## src/hw/rtl/rmq_pkg.sv

```systemverilog
// Shared types and constants for the rotation matrix to quaternion core.
`timescale 1ns / 1ps

package rmq_pkg;

  localparam int IN_W   = 16;
  localparam int DIFF_W = IN_W + 1;
  localparam int QW_W   = 15;
  localparam int QV_W   = 16;
  localparam int LANES  = 4;

  localparam logic [1:0] LANE_W = 2'd0;
  localparam logic [1:0] LANE_X = 2'd1;
  localparam logic [1:0] LANE_Y = 2'd2;
  localparam logic [1:0] LANE_Z = 2'd3;

  localparam logic [QW_W-1:0] MAG_MAX = 15'h7fff;

  typedef struct packed {
    logic x_neg;
    logic y_neg;
    logic z_neg;
  } sign_t;

endpackage

```

## src/hw/rtl/rmq_radicand.sv

```systemverilog
// Diagonal radicand sums and off-diagonal sign differences.
`timescale 1ns / 1ps

module rmq_radicand
  import rmq_pkg::*;
#(
  parameter int FRAC_BITS = 14,
  parameter int UW        = 18
) (
  input  logic signed [IN_W-1:0]  r0c0,
  input  logic signed [IN_W-1:0]  r0c1,
  input  logic signed [IN_W-1:0]  r0c2,
  input  logic signed [IN_W-1:0]  r1c0,
  input  logic signed [IN_W-1:0]  r1c1,
  input  logic signed [IN_W-1:0]  r1c2,
  input  logic signed [IN_W-1:0]  r2c0,
  input  logic signed [IN_W-1:0]  r2c1,
  input  logic signed [IN_W-1:0]  r2c2,
  output logic [LANES-1:0][UW-1:0] rad,
  output sign_t                    sgn
);

  localparam int SW = UW + 1;
  localparam logic signed [SW-1:0] ONE = SW'(1) << FRAC_BITS;

  logic signed [SW-1:0]     a;
  logic signed [SW-1:0]     b;
  logic signed [SW-1:0]     c;
  logic signed [SW-1:0]     s [LANES];
  logic signed [DIFF_W-1:0] dx;
  logic signed [DIFF_W-1:0] dy;
  logic signed [DIFF_W-1:0] dz;

  always_comb begin
    a = SW'(r0c0);
    b = SW'(r1c1);
    c = SW'(r2c2);
    s[LANE_W] = ONE + a + b + c;
    s[LANE_X] = ONE + a - b - c;
    s[LANE_Y] = ONE - a + b - c;
    s[LANE_Z] = ONE - a - b + c;
    for (int l = 0; l < LANES; l++) begin
      rad[l] = s[l][SW-1] ? '0 : s[l][UW-1:0];
    end
  end

  always_comb begin
    dx = DIFF_W'(r2c1) - DIFF_W'(r1c2);
    dy = DIFF_W'(r0c2) - DIFF_W'(r2c0);
    dz = DIFF_W'(r1c0) - DIFF_W'(r0c1);
    sgn.x_neg = dx[DIFF_W-1];
    sgn.y_neg = dy[DIFF_W-1];
    sgn.z_neg = dz[DIFF_W-1];
  end

endmodule

```

## src/hw/rtl/rmq_sqrt_stage.sv

```systemverilog
// One stage of the digit-by-digit square root, STEPS root bits per lane.
`timescale 1ns / 1ps

module rmq_sqrt_stage
  import rmq_pkg::*;
#(
  parameter int ROOT_W = 16,
  parameter int STEPS  = 2
) (
  input  logic [LANES-1:0][ROOT_W+1:0]   rem_i,
  input  logic [LANES-1:0][ROOT_W-1:0]   root_i,
  input  logic [LANES-1:0][2*ROOT_W-1:0] rad_i,
  output logic [LANES-1:0][ROOT_W+1:0]   rem_o,
  output logic [LANES-1:0][ROOT_W-1:0]   root_o,
  output logic [LANES-1:0][2*ROOT_W-1:0] rad_o
);

  localparam int PW = 2 * ROOT_W;

  always_comb begin
    logic [ROOT_W+1:0] rem;
    logic [ROOT_W+1:0] trial;
    logic [ROOT_W-1:0] root;
    logic [PW-1:0]     rad;
    for (int l = 0; l < LANES; l++) begin
      rem  = rem_i[l];
      root = root_i[l];
      rad  = rad_i[l];
      for (int s = 0; s < STEPS; s++) begin
        rem   = {rem[ROOT_W-1:0], rad[PW-1 -: 2]};
        trial = {root, 2'b01};
        if (rem >= trial) begin
          rem  = rem - trial;
          root = {root[ROOT_W-2:0], 1'b1};
        end else begin
          root = {root[ROOT_W-2:0], 1'b0};
        end
        rad = {rad[PW-3:0], 2'b00};
      end
      rem_o[l]  = rem;
      root_o[l] = root;
      rad_o[l]  = rad;
    end
  end

endmodule

```

## src/hw/rtl/rmq_format.sv

```systemverilog
// Halving, saturation and sign application of the four roots.
`timescale 1ns / 1ps

module rmq_format
  import rmq_pkg::*;
#(
  parameter int ROOT_W = 16
) (
  input  logic [LANES-1:0][ROOT_W-1:0] root,
  input  sign_t                         sgn,
  output logic [QW_W-1:0]               quat_w,
  output logic [QV_W-1:0]               quat_x,
  output logic [QV_W-1:0]               quat_y,
  output logic [QV_W-1:0]               quat_z
);

  localparam int EW = ROOT_W + QV_W;

  logic [EW-1:0]        half [LANES];
  logic [LANES-1:0][QW_W-1:0] mag;
  logic [QV_W-1:0]      mx;
  logic [QV_W-1:0]      my;
  logic [QV_W-1:0]      mz;

  always_comb begin
    for (int l = 0; l < LANES; l++) begin
      half[l] = EW'(root[l][ROOT_W-1:1]);
      mag[l]  = (half[l] > EW'(MAG_MAX)) ? MAG_MAX : half[l][QW_W-1:0];
    end
    mx = {1'b0, mag[LANE_X]};
    my = {1'b0, mag[LANE_Y]};
    mz = {1'b0, mag[LANE_Z]};
    quat_w = mag[LANE_W];
    quat_x = sgn.x_neg ? (~mx + QV_W'(1)) : mx;
    quat_y = sgn.y_neg ? (~my + QV_W'(1)) : my;
    quat_z = sgn.z_neg ? (~mz + QV_W'(1)) : mz;
  end

endmodule

```

## src/hw/rtl/rotation_matrix_to_quaternion_core.sv

```systemverilog
// Rotation matrix to quaternion core, top level.
// NS = ceil(ROOT_W / 2), ROOT_W = ceil((max(F,17) + 1 + F) / 2);
//   at FRAC_BITS = 14 there are one radicand stage, eight root stages and one output stage.
// One transaction per cycle unless stalled; each square root stage resolves up to two bits.
// Stalls freeze only full stages; empty stages keep filling.
// Reset (rst_n low, synchronous) clears all stage valid bits; payload is not reset.
`timescale 1ns / 1ps

module rotation_matrix_to_quaternion_core
  import rmq_pkg::*;
#(
  parameter int FRAC_BITS = 14
) (
  input  logic                   clk,
  input  logic                   rst_n,
  input  logic                   in_valid,
  output logic                   in_stall,
  input  logic signed [IN_W-1:0] in_r0c0,
  input  logic signed [IN_W-1:0] in_r0c1,
  input  logic signed [IN_W-1:0] in_r0c2,
  input  logic signed [IN_W-1:0] in_r1c0,
  input  logic signed [IN_W-1:0] in_r1c1,
  input  logic signed [IN_W-1:0] in_r1c2,
  input  logic signed [IN_W-1:0] in_r2c0,
  input  logic signed [IN_W-1:0] in_r2c1,
  input  logic signed [IN_W-1:0] in_r2c2,
  output logic                   out_valid,
  input  logic                   out_stall,
  output logic [QW_W-1:0]        out_quat_w,
  output logic signed [QV_W-1:0] out_quat_x,
  output logic signed [QV_W-1:0] out_quat_y,
  output logic signed [QV_W-1:0] out_quat_z
);

  localparam int UW     = ((FRAC_BITS > 17) ? FRAC_BITS : 17) + 1;
  localparam int RW     = UW + FRAC_BITS;
  localparam int ROOT_W = (RW + 1) / 2;
  localparam int PW     = 2 * ROOT_W;
  localparam int RMW    = ROOT_W + 2;
  localparam int NS     = (ROOT_W + 1) / 2;
  localparam int DEPTH  = NS + 2;

  logic [DEPTH-1:0] v_r;
  logic [DEPTH-1:0] v_nxt;
  logic [DEPTH-1:0] rdy;

  logic [LANES-1:0][UW-1:0]  rad_c;
  sign_t                     sgn_c;

  logic [LANES-1:0][RMW-1:0]    rem_r  [0:NS];
  logic [LANES-1:0][ROOT_W-1:0] root_r [0:NS];
  logic [LANES-1:0][PW-1:0]     rad_r  [0:NS];
  sign_t                        sgn_r  [0:NS];

  logic [QW_W-1:0] fw_c;
  logic [QV_W-1:0] fx_c;
  logic [QV_W-1:0] fy_c;
  logic [QV_W-1:0] fz_c;

  logic [QW_W-1:0] quat_w_r;
  logic [QV_W-1:0] quat_x_r;
  logic [QV_W-1:0] quat_y_r;
  logic [QV_W-1:0] quat_z_r;

  always_comb begin
    rdy[DEPTH-1] = !v_r[DEPTH-1] || !out_stall;
    for (int j = DEPTH - 2; j >= 0; j--) begin
      rdy[j] = !v_r[j] || rdy[j+1];
    end
  end

  always_comb begin
    v_nxt = v_r;
    if (rdy[0]) begin
      v_nxt[0] = in_valid;
    end
    for (int j = 1; j < DEPTH; j++) begin
      if (rdy[j]) begin
        v_nxt[j] = v_r[j-1];
      end
    end
  end

  always_ff @(posedge clk) begin
    if (!rst_n) begin
      v_r <= '0;
    end else begin
      v_r <= v_nxt;
    end
  end

  assign in_stall = !rdy[0];

  rmq_radicand #(
    .FRAC_BITS (FRAC_BITS),
    .UW        (UW)
  ) u_radicand (
    .r0c0 (in_r0c0),
    .r0c1 (in_r0c1),
    .r0c2 (in_r0c2),
    .r1c0 (in_r1c0),
    .r1c1 (in_r1c1),
    .r1c2 (in_r1c2),
    .r2c0 (in_r2c0),
    .r2c1 (in_r2c1),
    .r2c2 (in_r2c2),
    .rad  (rad_c),
    .sgn  (sgn_c)
  );

  always_ff @(posedge clk) begin
    if (rdy[0] && in_valid) begin
      for (int l = 0; l < LANES; l++) begin
        rem_r[0][l]  <= '0;
        root_r[0][l] <= '0;
        rad_r[0][l]  <= PW'({rad_c[l], {FRAC_BITS{1'b0}}});
      end
      sgn_r[0] <= sgn_c;
    end
  end

  for (genvar k = 0; k < NS; k++) begin : g_stage
    logic [LANES-1:0][RMW-1:0]    rem_c;
    logic [LANES-1:0][ROOT_W-1:0] root_c;
    logic [LANES-1:0][PW-1:0]     rad_n;

    rmq_sqrt_stage #(
      .ROOT_W (ROOT_W),
      .STEPS  (((ROOT_W - 2 * k) >= 2) ? 2 : 1)
    ) u_sqrt_stage (
      .rem_i  (rem_r[k]),
      .root_i (root_r[k]),
      .rad_i  (rad_r[k]),
      .rem_o  (rem_c),
      .root_o (root_c),
      .rad_o  (rad_n)
    );

    always_ff @(posedge clk) begin
      if (rdy[k+1] && v_r[k]) begin
        rem_r[k+1]  <= rem_c;
        root_r[k+1] <= root_c;
        rad_r[k+1]  <= rad_n;
        sgn_r[k+1]  <= sgn_r[k];
      end
    end
  end

  rmq_format #(
    .ROOT_W (ROOT_W)
  ) u_format (
    .root   (root_r[NS]),
    .sgn    (sgn_r[NS]),
    .quat_w (fw_c),
    .quat_x (fx_c),
    .quat_y (fy_c),
    .quat_z (fz_c)
  );

  always_ff @(posedge clk) begin
    if (rdy[DEPTH-1] && v_r[DEPTH-2]) begin
      quat_w_r <= fw_c;
      quat_x_r <= fx_c;
      quat_y_r <= fy_c;
      quat_z_r <= fz_c;
    end
  end

  assign out_valid  = v_r[DEPTH-1];
  assign out_quat_w = quat_w_r;
  assign out_quat_x = quat_x_r;
  assign out_quat_y = quat_y_r;
  assign out_quat_z = quat_z_r;

`ifndef SYNTHESIS
  a_stall_from_output : assert property (@(posedge clk) disable iff (!rst_n)
    in_stall |-> out_stall)
    else $error("input stalled while output side is not stalled");

  a_accept_enters : assert property (@(posedge clk) disable iff (!rst_n)
    in_valid && !in_stall |=> v_r[0])
    else $error("accepted transaction did not enter first stage");

  a_reset_empties : assert property (@(posedge clk)
    !rst_n |=> !out_valid)
    else $error("output valid after reset");

  a_no_min_value : assert property (@(posedge clk) disable iff (!rst_n)
    out_valid |-> (out_quat_x != 16'h8000) && (out_quat_y != 16'h8000)
                  && (out_quat_z != 16'h8000))
    else $error("vector part exceeds saturated magnitude");
`endif

endmodule
```

## config.mk

```make
export PLATFORM = sky130hd
export DESIGN_NAME = rotation_matrix_to_quaternion_core
export DESIGN_NICKNAME = d
export VERILOG_FILES = /design/src/hw/rtl/rmq_pkg.sv /design/src/hw/rtl/rmq_radicand.sv /design/src/hw/rtl/rmq_sqrt_stage.sv /design/src/hw/rtl/rmq_format.sv /design/src/hw/rtl/rotation_matrix_to_quaternion_core.sv
export SDC_FILE = /design/constraint.sdc
export NUM_CORES = 2
export LEC_CHECK = 0
export BUFFER_PORTS_ARGS = -buffer_cell sky130_fd_sc_hd__buf_2
export CAP_MARGIN = 30
export CORE_ASPECT_RATIO = 0.75
export CORE_MARGIN = 2
export CORE_UTILIZATION = 26
export CTS_CLUSTER_SIZE = 10
export DETAILED_ROUTE_END_ITERATION = 7
export GPL_ROUTABILITY_DRIVEN = 1
export PLACE_DENSITY = 0.43
export SYNTH_ARGS = -nofsm -noshare
export SYNTH_HDL_FRONTEND = slang
export SYNTH_HIERARCHICAL = 1
export SYNTH_SLANG_ARGS = --single-unit
```

## constraint.sdc

```tcl
create_clock -name clk -period 57.5 [get_ports clk]
set_input_delay 2.875 -clock clk [delete_from_list [all_inputs] [get_ports clk]]
set_output_delay 2.875 -clock clk [all_outputs]
set_load 0.02 [all_outputs]
```

Word-level counts from Yosys, hierarchy flattened

Memory sizes are Yosys's and may differ from the RTL's.
Index checks and enable logic that the tools add are counted.
W data, S select, Z words.

Register bits: 73
RAM bits: 2,259
Output and inout port bits: 65
Logic and storage cells: 353
Memories kept: 4

Add/sub/neg operators: 80
Magnitude comparators: 64
Mux-type cells: 153
Bitwise gates (word level): 3
Reduce and logical (&&, ||, !) cells: 32

Memory list:

| memory | words | bits a word | read ports | clocked after Yosys merged registers in | write ports | RTL line                                 | text |
|---|---|---|---|---|---|---|---|
| rad_r  | 9     | 112         | 8          | 0                                       | 9           | rotation_matrix_to_quaternion_core.sv:52 | `logic [LANES-1:0][PW-1:0] rad_r [0:NS];` |
| rem_r  | 9     | 72          | 8          | 0                                       | 9           | rotation_matrix_to_quaternion_core.sv:50 | `logic [LANES-1:0][RMW-1:0] rem_r [0:NS];` |
| root_r | 9     | 64          | 9          | 0                                       | 9           | rotation_matrix_to_quaternion_core.sv:51 | `logic [LANES-1:0][ROOT_W-1:0] root_r [0:NS];` |
| sgn_r  | 9     | 3           | 9          | 0                                       | 9           | rotation_matrix_to_quaternion_core.sv:53 | `sign_t sgn_r [0:NS];` |

Operator list:

| operator                 | count |
|---|---|
| $ge A18 B18 Y1           | 64 |
| $mux W18                 | 36 |
| $sub A18 B18 Y18         | 32 |
| $mux W16                 | 32 |
| $sub A16 B16 Y16         | 32 |
| $mux W1                  | 82 |
| $sub A16 B16 Y17         | 3 |
| $add A16 B1 Y16 const B  | 3 |
| $not A15 Y16             | 3 |
| $mux W15                 | 3 |
| $sub A19 B16 Y19         | 2 |
| $add A17 B16 Y18         | 2 |
| $sub A17 B16 Y18         | 2 |
| $add A18 B16 Y19         | 1 |
| $add A19 B16 Y19         | 1 |
| $add A16 B16 Y17 const A | 1 |
| $sub A16 B16 Y17 const A | 1 |
| $logic_not A1 Y1         | 12 |
| $logic_and A1 B1 Y1      | 10 |
| $logic_or A1 B1 Y1       | 10 |

Longest topological paths before layout

Depth after elaboration: 14
Mapped depth: 25
Depth with buffers taken out: 23

Cells and area by module

Netlist, hierarchy kept.

By module, submodules not included:

| module                                        | instances | cells each | area an instance (sq um) |
|---|---|---|---|
| rotation_matrix_to_quaternion_core            | 1         | 2,126      | 62,757.7 |
| rmq_sqrt_stage at g_stage[1].u_sqrt_stage ... | 4         | 1,372      | 9,391.5 |
| rmq_sqrt_stage at g_stage[6].u_sqrt_stage     | 1         | 1,431      | 9,801.9 |
| rmq_sqrt_stage at g_stage[5].u_sqrt_stage     | 1         | 1,442      | 9,751.9 |
| rmq_sqrt_stage at g_stage[0].u_sqrt_stage     | 1         | 1,411      | 9,730.6 |
| rmq_sqrt_stage at g_stage[7].u_sqrt_stage     | 1         | 1,404      | 9,638.0 |
| rmq_radicand                                  | 1         | 835        | 6,552.5 |
| rmq_format                                    | 1         | 145        | 1,024.7 |

Worst setup path before layout

No wires, ideal clock.

Path kind: in2reg
Start: input port out_stall
End: memory rad_r[0][256] (netlist bit), enable pin
Data arrival time: 22.294 ns
Slack: 33.902 ns
Cell stages on the path: 3
Buffers on the path: 0
Cells stage by stage: nand4_4 nor2_2 a21boi_0

RTL lines:

| item        | RTL line                                 | text |
|---|---|---|
| from (decl) | rotation_matrix_to_quaternion_core.sv:28 | `input logic out_stall,` |
| to (decl)   | rotation_matrix_to_quaternion_core.sv:52 |  |

==> impl_metrics.env <==
export IMPL_status="complete, no violations"
export IMPL_vias=78400
export IMPL_overflow=0
export IMPL_finalHoldViolations=0
export IMPL_grt_use_total_pct=12.5
export IMPL_power_density_nw_per_um2=27.9
export IMPL_setup_violations=0
export IMPL_swShare_pct=31.9
export IMPL_synthesis_yosys_warnings=6
export IMPL_clk_path_buf_depth=4
export IMPL_initial_utilization_pct=26.1
export IMPL_core_sq_um=444000
export IMPL_critical_path_buf_inv_count=1
export IMPL_clkTransAtPathRegs_ns=0.05
export IMPL_cts_buffers=187
export IMPL_critical_path_class="in -> reg"
export IMPL_routed_wirelength_mm=292
export IMPL_antenna_left=0
export IMPL_rsz0062_at_grt="false"
export IMPL_viasPerCell=4.53
export IMPL_min_period_over_period_pct=12.0
export IMPL_cts_hold_buf=0
export IMPL_ioPinCount=213
export IMPL_cp_start_kind="input pin"
export IMPL_fmax_mhz=145
export IMPL_power_frac_comb_pct=29.2
export IMPL_firstDrtPassIters=6
export IMPL_skew_ns=0.101
export IMPL_antenna_found_initial=27
export IMPL_cp_arrival_ns=7.49
export IMPL_clockRootBuffer="clkbuf_16"
export IMPL_port_buffers=212
export IMPL_period_minus_slack_ns=6.91
export IMPL_globalplace_congestion=0.841
export IMPL_cts_setup_buffers=0
export IMPL_slew_violations=0
export IMPL_ir_drop_v=0.0000223
export IMPL_drt_iter0_markers=5691
export IMPL_max_stage_delay_ns=0.62
export IMPL_cp_slowest_cell="nor3_4"
export IMPL_worst_pin_slew_ns=0.997
export IMPL_cts_resized=0
export IMPL_seqPwrFrac_pct=39.1
export IMPL_die_h_microns=582
export IMPL_finalSetupTns_ns=0
export IMPL_intPower_mw=2.35
export IMPL_route_detailed_drc=0
export IMPL_cpLargestDelayFamily="simple AND/OR/NAND/NOR gates"
export IMPL_endpoint_kind="flop"
export IMPL_instances_no_fill=17300
export IMPL_row_count=212
export IMPL_hold_class="reg -> reg"
export IMPL_p_total_mw=3.46
export IMPL_die_w_microns=775
export IMPL_syn_area_sq_um=116000
export IMPL_dp_cells=17100
export IMPL_drv_cap=0
export IMPL_grt_max_degree=150
export IMPL_leakage_nw=50.3
export IMPL_clkPwrFrac_pct=31.6
export IMPL_finalNetCount=12800
export IMPL_dp_hpwl_mm=231
export IMPL_wire_per_inst_microns=16.9
export IMPL_cts_sinks=1520
export IMPL_clock_latency_ns=0.91
export IMPL_whs_ns=0.355
export IMPL_die_area_sq_um=451000
export IMPL_grt_pass1_wl_mm=452
export IMPL_required_ns=58.08
export IMPL_grt_pass1_vias=74400
export IMPL_htreeDepth=4
export IMPL_drive_gt1_share_pct=8.74
export IMPL_crit_chain="buf_2, or3_4, or4_4, nor4_4, nand2_2, or3_4, xor2_1, fa_1, ha_1, a21oi_1, o211ai_1, a2111oi_0, nor2_1, nor3_4, nor2_1"
export IMPL_syn_area_per_cell_sq_um=9.92
export IMPL_p_sw_mw=1.10
export IMPL_cts_tree="yes"
export IMPL_syn_instance_count=11700
export IMPL_path_max_fanout=16
export IMPL_slew_headroom_pct=31.8
export IMPL_syn2layout_area_growth_pct=7.06
[registers in the layout (all words and copies together) (netlist names)]
register,flops
sgn_r,27
root_r,508
out_quat_y,16
v_r,10
rad_r,464
rem_r,448
out_quat_x,16
out_quat_w,15
out_quat_z,16
[path summary, 6_finish.rpt]
kind	slack [ns]	depth (start not counted)	startpoint	end
min reg2reg	0.36	0	rad_r[0][410]	rad_r[0][542]
min	0.36	0	rad_r[0][410]	rad_r[0][542]
max reg2reg	51.01	20	rad_r[0][894]	rem_r[0][562]
max	50.59	15	in_r0c0[2]	rad_r[0][84]
[metrics by stage]
step	util [%]	instance area, sq um	setup slack [ns]
2_1_floorplan	-	117000	37.51
3_3_place_gp	26.7	119000	49.74
3_5_place_dp	26.7	119000	49.74
4_1_cts	27.9	124000	50.70
5_1_grt	27.9	124000	50.35
6_report	27.9	124000	50.59
[routing by layer]
layer | GRT usage [%] | vias to the layer above | wire length (microns)
met5 | 0 | - | 78
met1 | 21.6 | 36400 | 171000
li1 | - | 40400 | -
met3 | 1.90 | 273 | 13300
met4 | 2.03 | 12 | 4170
met2 | 15.8 | 1327 | 103000
[power groups by stage]
stage | combinational (mW) | sequential (mW) | clock (mW)
floorplan | 0.813 | 1.35 | 0
global placement | 1.00 | 1.38 | 0
detailed placement | 0.998 | 1.38 | 0
CTS | 1.01 | 1.35 | 1.15
global route | 1.14 | 1.36 | 1.19
finish | 1.01 | 1.35 | 1.09
[layout make-up]
| class | instances | area (sq um) |
|---|---|---|
| diodes | 3 | 7.51 |
| clock buffers | 223 | 4820 |
| clock inverters | 49 | 596 |
| fillers | 46700 | 320000 |
| inverters | 993 | 3740 |
| multi-input cells | 8377 | 60400 |
| flip-flops and latches | 1520 | 45500 |
| well taps | 5885 | 7360 |
| repair buffers | 277 | 1600 |
[cell usage in the layout, fill, tap and decap left out, types with 47 or more instances in the layout]
| cell type | instances |
|---|---|
| edfxtp_1 | 1510 |
| ha_1 | 1207 |
| a21oi_1 | 999 |
| inv_1 | 979 |
| nand2_1 | 841 |
| nor2_1 | 736 |
| o21ai_0 | 569 |
| xnor2_1 | 567 |
| a21o_1 | 357 |
| conb_1 | 288 |
| xor2_1 | 286 |
| mux2_2 | 236 |
| nand3_1 | 218 |
| buf_2 | 213 |
| clkbuf_16 | 187 |
| nor3_1 | 168 |
| o21a_1 | 138 |
| o21bai_1 | 133 |
| nand4_1 | 122 |
| o31ai_1 | 120 |
| nand2b_1 | 99 |
| nor2b_1 | 92 |
| and3_1 | 86 |
| a31oi_1 | 86 |
| or3_1 | 75 |
| a211oi_1 | 70 |
| fa_1 | 69 |
| buf_4 | 59 |
| a31o_2 | 53 |
| and2_1 | 47 |
Note: power is estimated with default switching activity, not from simulation.
